==> src/hw/rtl/epc_pkg.sv <==
// Package for the energy polynomial calibration block.
// Holds widths, item classes, register indexes and the item types shared by all modules.
// No dependencies.
package epc_pkg;

  localparam int ChargeW          = 24;
  localparam int DitherW          = 16;
  localparam int XW               = ChargeW + DitherW;
  localparam int AccW             = 48;
  localparam int CoefW            = 32;
  localparam int CountW           = 3;
  localparam int IntegW           = 16;
  localparam int DivW             = IntegW - 2;
  localparam int NumCoeffRegs     = 4;
  localparam int MaxCoeffsDefault = 4;
  localparam int FifoDepth        = 2;
  localparam int CfgIndexW        = 3;
  localparam int CfgDataW         = 32;
  localparam int FracBits         = 16;

  localparam logic [DivW-1:0] DefaultDivisor = DivW'(125);
  localparam logic [AccW-1:0] AccMax = {1'b0, {(AccW-1){1'b1}}};
  localparam logic [AccW-1:0] AccMin = {1'b1, {(AccW-1){1'b0}}};

  typedef enum logic [1:0] {
    CLS_PASS,
    CLS_FAULT,
    CLS_CALC
  } cls_e;

  typedef enum logic [CfgIndexW-1:0] {
    REG_COEFF_COUNT = 3'd0,
    REG_INTEG       = 3'd1,
    REG_C0          = 3'd2,
    REG_C1          = 3'd3,
    REG_C2          = 3'd4,
    REG_C3          = 3'd5
  } cfg_reg_e;

  typedef struct packed {
    cls_e            cls;
    logic            u_neg;
    logic [XW-1:0]   u_mag;
  } q_item_t;

  typedef struct packed {
    logic            vld;
    cls_e            cls;
    logic            u_neg;
    logic [XW-1:0]   u_mag;
    logic [AccW-1:0] acc;
    logic            sat;
  } item_t;

endpackage

==> src/hw/rtl/epc_fifo.sv <==
// Short queue between the divider front end and the polynomial back end.
// Register based, first in first out.
// Depends on epc_pkg.
module epc_fifo import epc_pkg::*; (
  input  logic    clk_i,
  input  logic    rst_ni,
  input  logic    push_i,
  input  q_item_t data_i,
  input  logic    pop_i,
  output q_item_t data_o,
  output logic    full_o,
  output logic    empty_o
);

  localparam int PtrW = $clog2(FifoDepth);
  localparam int CntW = $clog2(FifoDepth + 1);

  q_item_t         mem_q [FifoDepth];
  logic [PtrW-1:0] wr_ptr_q, rd_ptr_q;
  logic [CntW-1:0] cnt_q;
  logic            do_push, do_pop;

  assign full_o  = cnt_q == CntW'(FifoDepth);
  assign empty_o = cnt_q == '0;
  assign do_push = push_i && !full_o;
  assign do_pop  = pop_i && !empty_o;
  assign data_o  = mem_q[rd_ptr_q];

  always_ff @(posedge clk_i or negedge rst_ni) begin
    if (!rst_ni) begin
      wr_ptr_q <= '0;
      rd_ptr_q <= '0;
      cnt_q    <= '0;
    end else begin
      if (do_push) begin
        wr_ptr_q <= (wr_ptr_q == PtrW'(FifoDepth - 1)) ? '0 : wr_ptr_q + PtrW'(1);
      end
      if (do_pop) begin
        rd_ptr_q <= (rd_ptr_q == PtrW'(FifoDepth - 1)) ? '0 : rd_ptr_q + PtrW'(1);
      end
      if (do_push && !do_pop) begin
        cnt_q <= cnt_q + CntW'(1);
      end else if (do_pop && !do_push) begin
        cnt_q <= cnt_q - CntW'(1);
      end
    end
  end

  always_ff @(posedge clk_i) begin
    if (do_push) begin
      mem_q[wr_ptr_q] <= data_i;
    end
  end

endmodule

==> config.mk <==
export PLATFORM = sky130hd
export DESIGN_NAME = epc_fifo
export DESIGN_NICKNAME = d
export VERILOG_FILES = /design/src/hw/rtl/epc_pkg.sv /design/src/hw/rtl/epc_fifo.sv
export SDC_FILE = /design/constraint.sdc
export NUM_CORES = 1
export LEC_CHECK = 0
export BUFFER_PORTS_ARGS = -buffer_cell sky130_fd_sc_hd__buf_2
export CORE_ASPECT_RATIO = 1.1
export CORE_MARGIN = 5
export CORE_UTILIZATION = 52
export DETAILED_ROUTE_END_ITERATION = 10
export PLACE_DENSITY = 0.84
export SYNTH_ARGS = -nofsm -noshare
export SYNTH_HDL_FRONTEND = slang
export SYNTH_SLANG_ARGS = --single-unit
==> constraint.sdc <==
create_clock -name clk_i -period 3.85 [get_ports clk_i]
set_input_delay 0.385 -clock clk_i [delete_from_list [all_inputs] [get_ports clk_i]]
set_output_delay 0.385 -clock clk_i [all_outputs]
set_load 0.05 [all_outputs]
# Word-level counts from Yosys, hierarchy flattened
# Memories as Yosys holds them, arrays and structs flattened.
# Index checks and enable logic that the tools add are counted.
[totals]
memories = 1
ram_bits = 86
wordCells = 25
regBits = 4
[classes]
eq_ne = 1
add_sub_neg = 4
mux = 6
reduce_logical = 10
[memory_table]
columns = ["memory", "words", "width", "read_ports", "rd_clocked_by_memory_dff", "write_ports", "line", "source"]
rows = [
  ["mem_q", 2, 43, 1, 0, 1, "epc_fifo.sv:18", "q_item_t mem_q [FifoDepth];"],
]
[op_table]
columns = ["cell", "count"]
rows = [
  ["1-bit logical AND", 4],
  ["1-bit zero test", 4],
  ["1-bit two-way mux", 4],
  ["2-bit two-way mux", 2],
  ["1-bit adder, second input constant", 2],
  ["2-bit by 1-bit adder with 2-bit output, second input constant", 1],
  ["2-bit == test, second input constant", 1],
  ["2-bit zero test", 1],
  ["2-bit nonzero test", 1],
  ["2-bit by 1-bit subtractor with 2-bit output, second input constant", 1],
]

# Depth between registers and ports, before layout
[depth]
depth_word = 7
mapped_depth = 7

# Least setup slack after synthesis
# OpenSTA, ideal clock, no wires.
[synth_timing]
path_kind = "register -> register"
start = "reg cnt_q[0]"
end = "mem mem_q[0][0] (netlist name) (enable)"
path_slack_ps = 949
stages_incl_launch_ff = 4
n_path_buf = 0
t_required_ps = 3407
arrival_time_ps = 2458
path_cell_list = "dfrtp_1 nand2b_1 nand2_1 nor2_1"
[synth_between]
elab_chain_cells = 5
[synth_rtl]
columns = ["item", "line", "source"]
rows = [
  ["start, declared", "epc_fifo.sv:20", "logic [CntW-1:0] cnt_q;"],
  ["start signal, assigned", "epc_fifo.sv:42", "cnt_q <= cnt_q + CntW'(1);"],
  ["start signal, assigned", "epc_fifo.sv:44", "cnt_q <= cnt_q - CntW'(1);"],
  ["2-bit == test", "epc_fifo.sv:23", "assign full_o = cnt_q == CntW'(FifoDepth);"],
  ["1-bit zero test", "epc_fifo.sv:25", "assign do_push = push_i && !full_o;"],
  ["1-bit logical AND", "epc_fifo.sv:25", ""],
  ["1-bit two-way mux", "epc_fifo.sv:50", "if (do_push) begin"],
  ["1-bit two-way mux (implied by the code)", "epc_fifo.sv:51", "mem_q[wr_ptr_q] <= data_i;"],
  ["end, declared", "epc_fifo.sv:18", ""],
]
# Every way passes these cells.

==> flow_metrics.env <==
export IMPL_multi_input_area_um2=728
export IMPL_synth_compound_area_frac=0.00143
export IMPL_ys_top_cells_by_count="edfxtp_1, mux2_4, buf_12, dfrtp_1, mux2_2"
export IMPL_area_growth_syn_to_layout_pct=20.3
export IMPL_yosys_cell_count_top_type="edfxtp_1"
export IMPL_yosys_area_top_type="edfxtp_1"
export IMPL_required_ps=3460
export IMPL_drt_pass1_iter_count=4
export IMPL_placed_cells=324
export IMPL_dieArea_um2=8470
export IMPL_synth_xor_area_frac=0.0125
export IMPL_cts_setup_buffers=0
export IMPL_row_count=31
export IMPL_seq_area_um2=2680
export IMPL_finClkSkew_ps=6.27
export IMPL_critPathMaxStageDelay_ps=530
export IMPL_cp_endpoint="data_o[25]"
export IMPL_r2r_cells=4
export IMPL_swShare=0.418
export IMPL_yosys_most_used_dff="edfxtp_1"
export IMPL_start_kind="flop"
export IMPL_globalplace_congestion=0.782
export IMPL_grt_pass1_vias=1755
export IMPL_wire_per_inst_um=16.9
export IMPL_fin_cells=341
export IMPL_ant_nets=0
export IMPL_numCtsBuffers=9
export IMPL_power_switching_uw=1570
export IMPL_holdBufCountCts=1
export IMPL_n_antenna_cell=0
export IMPL_internal_power_uw=2190
export IMPL_cp_slowest_cell="dfrtp_2"
export IMPL_grt_ovfl_total=0
export IMPL_drive_gt1_frac=0.598
export IMPL_synth_nets=201
export IMPL_via_per_inst=4.91
export IMPL_fmax_mhz=440
export IMPL_portBuffers=91
export IMPL_clockBufferDepth=2
export IMPL_synthSimpleGateAreaFrac=0.00786
export IMPL_total_power_uw=3760
export IMPL_place_area_um2=4000
export IMPL_worstSkewPairLatency_ps=340
export IMPL_drc=0
export IMPL_synth_edff_count=86
export IMPL_grt_usage=0.142
export IMPL_max_cap_violations=0
export IMPL_cts_root_buffer="clkbuf_8"
export IMPL_synth_top_area_share=0.738
export IMPL_finalSetupViolations=0
export IMPL_yosys_area_share_adder=0.00357
export IMPL_preCtsSetupSlack_ps=1720
export IMPL_io_pins=92
export IMPL_cp_depth=3
export IMPL_p_per_area_nw_per_um2=893
export IMPL_tightest_slew_ps=1030
export IMPL_synth_top_family_by_area="multiplexers"
export IMPL_critPathTopFamily="buffers and inverters"
export IMPL_hpwlAfterDp_um=4050
export IMPL_cts_tree="built"
export IMPL_grt_pass1_wl_um=8650
export IMPL_rsz0062_at_grt="false"
export IMPL_via_count=1673
export IMPL_muxShareOfSynthArea=0.180
export IMPL_crit_start="rd_ptr_q"
export IMPL_p_comb_frac=0.452
export IMPL_end_kind="primary output"
export IMPL_hold_viol=0
export IMPL_core_area_um2=6560
export IMPL_clkPwrFrac=0.167
export IMPL_syn_area_um2=3500
export IMPL_synth_area_leaders="edfxtp_1, mux2_4, dfrtp_1"
export IMPL_r2r_end="mem_q[0][7]"
export IMPL_irDropWorstVdd_v=0.000640
export IMPL_timing_rr_start="cnt_q[0]"
export IMPL_worstPathCellList="buf_4 -> mux2_2 -> buf_2"
export IMPL_fill_cells=465
export IMPL_slew_violations=0
export IMPL_synth_cell_types=15
export IMPL_avgSynthCellArea_um2=22.9
export IMPL_cts_sinks=90
export IMPL_tns_ps=0
export IMPL_post_route_period_util=0.590
export IMPL_p_leak_uw=0.00171
export IMPL_antenna_found_initial=2
export IMPL_cts_resized=0
export IMPL_finalWorstSetupSlack_ps=1580
export IMPL_grt_max_degree=44
export IMPL_p_seq_frac=0.381
export IMPL_hold_path_depth=1
export IMPL_status="complete, no violations"
export IMPL_die_w_um=88.2
export IMPL_crit_type="reg -> out"
export IMPL_crit_buf_inv=2
export IMPL_start_util=0.534
export IMPL_ff2ff_setup_slack_ps=1730
export IMPL_post_route_min_period_ps=2270
export IMPL_die_height_um=96.1
export IMPL_final_area_um2=4210
export IMPL_ys_seq_area_frac=0.766
export IMPL_yosys_warnings=0
export IMPL_async_reset_ff_frac=0.0444
export IMPL_postSynthCellCount=153
export IMPL_crit_path_max_fanout=21
export IMPL_final_nets=302
export IMPL_clkTransAtPathRegs_ps=90
export IMPL_routed_wirelength_um=5760
export IMPL_slew_headroom=0.314
export IMPL_cp_data_arrival_time_ps=1890
export IMPL_holdCritPathClass="in -> reg"
export IMPL_dr_first_iter_drc_count=53
export IMPL_ys_ff_latch=90
export IMPL_htree_levels=3
cells by family after synthesis:
family | after synthesis
fa+ha+maj | 1
simple gates | 6
flops | 90
compound gates | 1
mux | 43
xor+xnor | 5
buf+inv | 7
cells in the final DEF (no fill, tap or decap), types with 2 or more instances in the layout:
cell type	instances
buf_2	91
edfxtp_1	86
mux2_4	39
clkbuf_8	9
mux2_2	4
xnor2_1	3
dfrtp_1	3
buf_4	3
inv_1	2
nor2_1	2
xor2_1	2
clkinvlp_4	2
worst min-delay path by stage:
stage | from | end | slack [ps]
2_1_floorplan | rst_ni | cnt_q[0] | 90
3_3_place_gp | rst_ni | cnt_q[1] | 190
3_5_place_dp | rst_ni | cnt_q[0] | 200
4_1_cts | data_i[27] | mem_q[1][27] | 200
5_1_grt | data_i[30] | mem_q[1][30] | 200
6_report | data_i[30] | mem_q[1][30] | 220
sequential cells by signal, indices dropped and copies added (netlist names):
signal,flops
mem_q,86
cnt_q,2
rd_ptr_q,1
wr_ptr_q,1
power groups by stage:
stage | registers [uW] | clock network [uW] | logic, uW
detailed placement | 1460 | 0 | 1720
global placement | 1440 | 0 | 1700
global route | 1460 | 690 | 1780
floorplan | 1420 | 0 | 1510
CTS | 1440 | 649 | 1720
finish | 1430 | 627 | 1700
area by class of cell:
cell class                 count  share of cell area
clock buffer                   9              0.0294
clock inverter                 7              0.0184
inverter                       2             0.00178
multi-input combinational     56               0.173
sequential                    90               0.637
tap                           82              0.0244
timing repair buffer          95               0.116
layer usage:
layer | track usage | up-vias | wire (um)
met3 | 0.0454 | 16 | 455
met2 | 0.236 | 57 | 2970
met5 | 0 | - | 23
met1 | 0.162 | 800 | 2170
met4 | 0.0793 | 4 | 143
li1 | - | 796 | -
stage by stage:
step / hold slack, ps / util
after global routing: 199 / 0.642
after global placement: 193 / 0.610
after floorplan: 89.4 / -
after detailed placement: 199 / 0.610
final: 223 / 0.642
after CTS: 202 / 0.642
(Power assumes the default switching activity.)
