`src/hw/rtl/epc_pkg.sv`:
```
// Package for the energy polynomial calibration block.
// Holds widths, item classes, register indexes and the item types shared by all modules.
// No dependencies.
package epc_pkg;

  localparam int ChargeW          = 24;
  localparam int DitherW          = 16;
  localparam int XW               = ChargeW + DitherW;
  localparam int AccW             = 48;
  localparam int CoefW            = 32;
  localparam int CountW           = 3;
  localparam int IntegW           = 16;
  localparam int DivW             = IntegW - 2;
  localparam int NumCoeffRegs     = 4;
  localparam int MaxCoeffsDefault = 4;
  localparam int FifoDepth        = 2;
  localparam int CfgIndexW        = 3;
  localparam int CfgDataW         = 32;
  localparam int FracBits         = 16;

  localparam logic [DivW-1:0] DefaultDivisor = DivW'(125);
  localparam logic [AccW-1:0] AccMax = {1'b0, {(AccW-1){1'b1}}};
  localparam logic [AccW-1:0] AccMin = {1'b1, {(AccW-1){1'b0}}};

  typedef enum logic [1:0] {
    CLS_PASS,
    CLS_FAULT,
    CLS_CALC
  } cls_e;

  typedef enum logic [CfgIndexW-1:0] {
    REG_COEFF_COUNT = 3'd0,
    REG_INTEG       = 3'd1,
    REG_C0          = 3'd2,
    REG_C1          = 3'd3,
    REG_C2          = 3'd4,
    REG_C3          = 3'd5
  } cfg_reg_e;

  typedef struct packed {
    cls_e            cls;
    logic            u_neg;
    logic [XW-1:0]   u_mag;
  } q_item_t;

  typedef struct packed {
    logic            vld;
    cls_e            cls;
    logic            u_neg;
    logic [XW-1:0]   u_mag;
    logic [AccW-1:0] acc;
    logic            sat;
  } item_t;

endpackage

```
`src/hw/rtl/epc_front.sv`:
```
// Front end: accepts words, classifies them and divides the dithered charge.
// The divider is a restoring pipeline with one quotient bit per stage.
// Depends on epc_pkg.
module epc_front import epc_pkg::*; (
  input  logic                        clk_i,
  input  logic                        rst_ni,
  input  logic                        start_i,
  input  logic signed [ChargeW-1:0]   raw_charge_i,
  input  logic        [DitherW-1:0]   dither_i,
  input  logic                        n_zero_i,
  input  logic        [IntegW-1:0]    integration_length_i,
  input  logic                        full_i,
  output logic                        busy_o,
  output logic                        push_o,
  output q_item_t                     item_o
);

  logic            en;
  cls_e            cls_d;
  logic [DivW-1:0] div;

  logic            a_vld_q;
  logic [XW-1:0]   a_x_q;
  cls_e            a_cls_q;

  logic            dv_vld_q [XW+1];
  logic [XW-1:0]   dv_dq_q  [XW+1];
  logic [DivW-1:0] dv_rem_q [XW+1];
  logic            dv_neg_q [XW+1];
  cls_e            dv_cls_q [XW+1];

  assign en     = !full_i;
  assign busy_o = full_i;

  always_comb begin
    cls_d = CLS_CALC;
    div   = integration_length_i[IntegW-1:2];
    if (n_zero_i) begin
      cls_d = CLS_PASS;
      div   = DivW'(1);
    end else if (integration_length_i == '0) begin
      div = DefaultDivisor;
    end else if (integration_length_i[IntegW-1:2] == '0) begin
      cls_d = CLS_FAULT;
      div   = DivW'(1);
    end
  end

  always_ff @(posedge clk_i or negedge rst_ni) begin
    if (!rst_ni) begin
      a_vld_q     <= 1'b0;
      dv_vld_q[0] <= 1'b0;
    end else if (en) begin
      a_vld_q     <= start_i;
      dv_vld_q[0] <= a_vld_q;
    end
  end

  always_ff @(posedge clk_i) begin
    if (en) begin
      a_x_q       <= {raw_charge_i, dither_i};
      a_cls_q     <= cls_d;
      dv_neg_q[0] <= a_x_q[XW-1];
      dv_dq_q[0]  <= a_x_q[XW-1] ? -a_x_q : a_x_q;
      dv_rem_q[0] <= '0;
      dv_cls_q[0] <= a_cls_q;
    end
  end

  for (genvar k = 0; k < XW; k++) begin : g_div
    logic [DivW:0] t;
    logic          ge;
    assign t  = {dv_rem_q[k], dv_dq_q[k][XW-1]};
    assign ge = t >= {1'b0, div};

    always_ff @(posedge clk_i or negedge rst_ni) begin
      if (!rst_ni) begin
        dv_vld_q[k+1] <= 1'b0;
      end else if (en) begin
        dv_vld_q[k+1] <= dv_vld_q[k];
      end
    end

    always_ff @(posedge clk_i) begin
      if (en) begin
        dv_rem_q[k+1] <= ge ? DivW'(t - {1'b0, div}) : t[DivW-1:0];
        dv_dq_q[k+1]  <= {dv_dq_q[k][XW-2:0], ge};
        dv_neg_q[k+1] <= dv_neg_q[k];
        dv_cls_q[k+1] <= dv_cls_q[k];
      end
    end
  end

  assign push_o       = dv_vld_q[XW] && en;
  assign item_o.cls   = dv_cls_q[XW];
  assign item_o.u_neg = dv_neg_q[XW] && (dv_dq_q[XW] != '0);
  assign item_o.u_mag = dv_dq_q[XW];

endmodule

```
`config.mk`:
```
export PLATFORM = sky130hd
export DESIGN_NAME = epc_front
export DESIGN_NICKNAME = d
export VERILOG_FILES = /design/src/hw/rtl/epc_pkg.sv /design/src/hw/rtl/epc_front.sv
export SDC_FILE = /design/constraint.sdc
export NUM_CORES = 2
export LEC_CHECK = 0
export BUFFER_PORTS_ARGS = -buffer_cell sky130_fd_sc_hd__buf_4
export CAP_MARGIN = 0
export CORE_ASPECT_RATIO = 1.1
export CORE_UTILIZATION = 50
export CTS_CLUSTER_SIZE = 12
export DETAILED_ROUTE_END_ITERATION = 7
export GPL_TIMING_DRIVEN = 0
export MAX_ROUTING_LAYER = met4
export PLACE_DENSITY = 0.68
export SLEW_MARGIN = 20
export SYNTH_ARGS = -nofsm -noshare
export SYNTH_HDL_FRONTEND = slang
export SYNTH_SLANG_ARGS = --single-unit
```
`constraint.sdc`:
```
create_clock -name clk_i -period 3.35 [get_ports clk_i]
set_clock_uncertainty 0.05 [all_clocks]
set_input_delay 0.67 -clock clk_i [delete_from_list [all_inputs] [get_ports clk_i]]
set_output_delay 0.67 -clock clk_i [all_outputs]
set_load 0.1 [all_outputs]
```
After elaboration in Yosys (flattened, before gate mapping)
Memory sizes are Yosys's and may differ from the RTL's.
Cells that the tools add are included.
{ "word_totals": {"elab_cells": 184, "out_inout_bits": 45, "n_memories": 4, "mem_bits_rw": 2337, "reg_bits": 84} }
{ "classes": {"n_addsub": 41, "magnitude_cmp": 40, "muxes": 47, "n_reduce_logical": 7} }
{ "memory_table": {"columns": ["name", "depth", "width", "rd", "rd_ports_with_merged_regs", "wr", "line", "source"], "rows": [
  ["dv_dq_q", 41, 40, 41, 0, 41, "epc_front.sv:27", "logic [XW-1:0] dv_dq_q [XW+1];"],
  ["dv_rem_q", 41, 14, 40, 0, 41, "epc_front.sv:28", "logic [DivW-1:0] dv_rem_q [XW+1];"],
  ["dv_cls_q", 41, 2, 41, 0, 41, "epc_front.sv:30", "cls_e dv_cls_q [XW+1];"],
  ["dv_neg_q", 41, 1, 41, 0, 41, "epc_front.sv:29", "logic dv_neg_q [XW+1];"]
]} }
{ "op_table": {"columns": ["op", "n"], "rows": [
  ["$mux 14", 43],
  ["$ge 15x14->1", 40],
  ["$sub 14x14->14", 40],
  ["$mux 40", 1],
  ["$neg 40->40", 1],
  ["$reduce_bool 40->1", 1],
  ["$logic_not 16->1", 1],
  ["$logic_not 14->1", 1],
  ["$mux 2", 2],
  ["$logic_and 1x1->1", 2],
  ["$reduce_or 2->1", 1],
  ["$logic_not 1->1", 1],
  ["$mux 1", 1]
]} }

Logic depth before layout (Yosys ltp)
{ "depth": {"ltp_word": 6, "depth_mapped": 15, "mapped_depth_nobuf": 14} }

Worst setup path after synthesis
OpenSTA, ideal clock, no wires.
{ "synth_timing": {"path_type": "input to register", "from": "input full_i", "to": "register a_cls_q[0] (enable)", "stages": 3, "arrival_time_ns": 46.122, "slack_ns": -45.481, "cell_sequence": "clkbuf_1 clkbuf_1 inv_1"} }
{ "synth_rtl": {"columns": ["element", "line", "source"], "rows": [
  ["start, declared", "epc_front.sv:12", "input logic full_i,"],
  ["end signal, assigned", "epc_front.sv:62", "a_cls_q <= cls_d;"],
  ["end, declared", "epc_front.sv:24", "cls_e a_cls_q;"]
]} }
No word-level cell between the ends.

==> key figures <==
Status
  • Outcome: finished, violations left
  • Failing checks: negative setup slack

Yosys
  • Ys Warns: 0
  • Synth unique cells: 71
  • Syn avg cell area: 15.4 um2
  • Synthesized instance count: 6825
  • Synth Cell Area: 105000 um2
  • Main flop type after synthesis: edfxtp_1
  • Post-synthesis sequential area ratio: 0.681
  • Post-Syn Nets: 7625
  • FF+latch count, synth: 2393
  • Post-synth EDFFs: 2351
  • Ys async rst share: 0.0176

GRT
  • Initial antenna violation count: 6
  • First-pass GRT wire length: 311000 um
  • Total Routing Usage GR: 0.192
  • GRT overflow: 0
  • Maximum number of pins on one net before global-route repair: 43
  • Vias in the first global route: 57523

Floorplan
  • Die ar.: 212000 um2
  • DIE WIDTH: 439 um
  • Chip height: 483 um
  • Effective utilization at floorplan: 0.503
  • Floorplan core area: 209000 um2
  • Row Count: 176
  • Num ports: 106

STA
  • Achievable Freq: 258 MHz
  • Finish-stage setup viols: 563
  • RSZ-0062 raised after global routing: true
  • Crit share post-route: 1.16
  • Rel. slew slack: 0.447
  • Worst slew pin tran: 809 ps
  • Final worst path period need: 3870 ps
  • Fin. max-slew vios: 0
  • Final hold vios: 0
  • Hold WS: 175 ps
  • Setup WS post-layout: -521 ps

CTS
  • TritonCTS clock tree: built
  • CTS max path bufs: 3
  • Clock sinks: 2393
  • TritonCTS Buffers: 240
  • CTS clk-pin slew, worst paths: 60 ps
  • Root buffer cell: clkbuf_16
  • H-tree depth: 4
  • Later-pin clock latency in the skew report: 920 ps

Power
  • Int Pwr: 83000 uW
  • PD cells: 934 nW/um2
  • Switching power: 39000 uW
  • Sequential power share: 0.361
  • Max VDD drop: 0.000591 V
  • Clock network power share: 0.208
  • Comb power frac: 0.431
  • P_leak: 0.0489 uW
  • Net Sw Frac: 0.320
  • Total chip power: 122000 uW

Finish
  • Util after Layout: 0.626
  • Most frequent cells in the layout: edfxtp_1, ha_1, buf_4, nor2_1, clkbuf_16
  • Final nets: 8616
  • Share of cells above drive strength 1: 0.264
  • Area grow syn2layout: 24.2%
  • Most common cell after layout, fill and taps aside: edfxtp_1

Critical path
  • R2R cell count: 8
  • Slowest CP cell: o31ai_4
  • CP Data Required Time: 3890 ps
  • Crit path DAT: 4420 ps
  • Slowest Stage Delay on Critical Path: 350 ps
  • Setup Crit Path Kind: input pin to register
  • Critical path peak fanout: 6
  • Reg2reg end: dv_dq_q[0][38]
  • Reg2reg setup slack: -180 ps
  • Reg-to-reg startpoint: a_x_q[15]
  • Startpoint types: input pin
  • CP Capture Type: register
  • CP Cell Sequence: buf_8, nor4_4, nand4_1, nor4_4, buf_4, buf_6, o21bai_4, buf_12, clkbuf_16, buf_12, ha_4, o211ai_1, and3_4, o31ai_4, a31oi_4, o31ai_4, buf_6, mux2_4

Drt
  • Via Count: 59118
  • Wire per inst: 20.0 um
  • DR vias/cell: 5.52
  • Iteration-0 DRC count of the detailed router: 3562
  • Antenna Nets Post-Route: 0
  • DR pass1 iterations: 5
  • Residual DRC: 0
  • Routed WL: 214000 um

Placed design
  • HPWL Detailed: 126000 um
  • # port buffers: 104
  • Pre-CTS setup slack: -2710 ps
  • GP Congestion: 0.882

Hold path
  • Hold EP: a_cls_q[1]
  • Hold WC Path Type: input pin to register
  • Worst Hold Depth: 2
  • HP Start: n_zero_i

Flow run
  • Max_cap viols: 0
synth_stat cells, drive strengths merged (88+ instances only):
cell	number	area, um2
edfxtp	2351	70600
ha	701	8770
mux2	402	4530
nor2	375	1410
a21oi	346	1730
o21ai	311	1560
nand2	286	1080
xnor2	258	2260
inv	225	845
a21o	181	1360
xor2	157	1380
nand4	90	563
o21bai	88	661
cells by family (layout without fill, tap and decap cells):
kind of cell             count (synthesis)  after routing  share of synthesized area
AND/OR/NAND/NOR                       1163           1167                     0.0528
XOR/XNOR                               415            415                     0.0345
adder cells (fa/ha/maj)                739            739                     0.0906
buffers and inverters                  351           1478                     0.0143
AO/OA/AOI/OAI                         1325           1326                     0.0802
multiplexers                           439            439                     0.0465
flip-flops                            2393           2393                      0.681
other                                    0              3                          0
how the worst max path moves through the flow:
stage | to | slack, ps | start | cells after the start
detailed placement | dv_rem_q[3][107] | -2710 | integration_length_i[3] | 15
finish | dv_rem_q[2][90] | -520 | integration_length_i[6] | 18
CTS | dv_rem_q[2][90] | -360 | integration_length_i[9] | 17
floorplan | a_cls_q[0] | -33570 | full_i | 3
global route | dv_rem_q[2][90] | -570 | integration_length_i[6] | 18
global placement | dv_dq_q[2][346] | -46520 | full_i | 3
stage by stage:
| step | std cells | TNS [ps] | area (um2) |
|---|---|---|---|
| detailed placement | 9790 | -1865270 | 112000 |
| global route | 10718 | -212650 | 131000 |
| CTS | 10362 | -107950 | 124000 |
| finish | 10719 | -164830 | 131000 |
| floorplan | 6825 | - | 105000 |
| global placement | 9688 | - | 109000 |
sequential cells by signal, summed over array words and instances (netlist names):
name,count
dv_vld_q,41
a_cls_q,2
dv_neg_q,41
a_vld_q,1
dv_cls_q,82
dv_dq_q,1640
a_x_q,40
dv_rem_q,546
layout make-up:
class / instances / area (um2)
fillers: 14622 / 78300
flip-flops and latches: 2393 / 71600
multi-input cells: 4086 / 37400
repair buffers: 757 / 8840
clock buffers: 296 / 6220
well taps: 2759 / 3450
clock inverters: 87 / 1220
plain buffers: 112 / 1120
inverters: 225 / 851
diodes: 3 / 7.51
repair inverters: 1 / 5.00
worst max-delay path: cells and delay by family:
| kind | cells | cell delay [ps] |
|---|---|---|
| compound gates | 5 | 1030 |
| buf+inv | 7 | 1150 |
| fa+ha+maj | 1 | 290 |
| mux | 1 | 320 |
| simple gates | 4 | 930 |
routing by layer:
| layer | routed length [um] | track usage | vias to the layer above |
|---|---|---|---|
| li1 | - | - | 28177 |
| met1 | 90000 | 0.239 | 29121 |
| met2 | 107000 | 0.317 | 1369 |
| met3 | 9810 | 0.0294 | 451 |
| met4 | 8030 | 0.0741 | 0 |
| met5 | 0 | - | - |
power by group through the flow:
stage	logic, uW	registers (uW)	clock network, uW
6_report	52600	44100	25400
5_1_grt	56900	44600	27200
3_3_place_gp	35000	45500	0
2_1_floorplan	29200	44800	0
3_5_place_dp	36700	44200	0
4_1_cts	41700	43800	26100
repair_timing:
item,in CTS,in global routing
gates cloned,22,48
hold buffers,43,0
buffers inserted,136,324
endpoints found under the setup margin,689,814
endpoints found under the hold margin,87,0
resized for setup,475,975
pin swaps,80,242
Note: power is estimated with default switching activity, not from simulation.
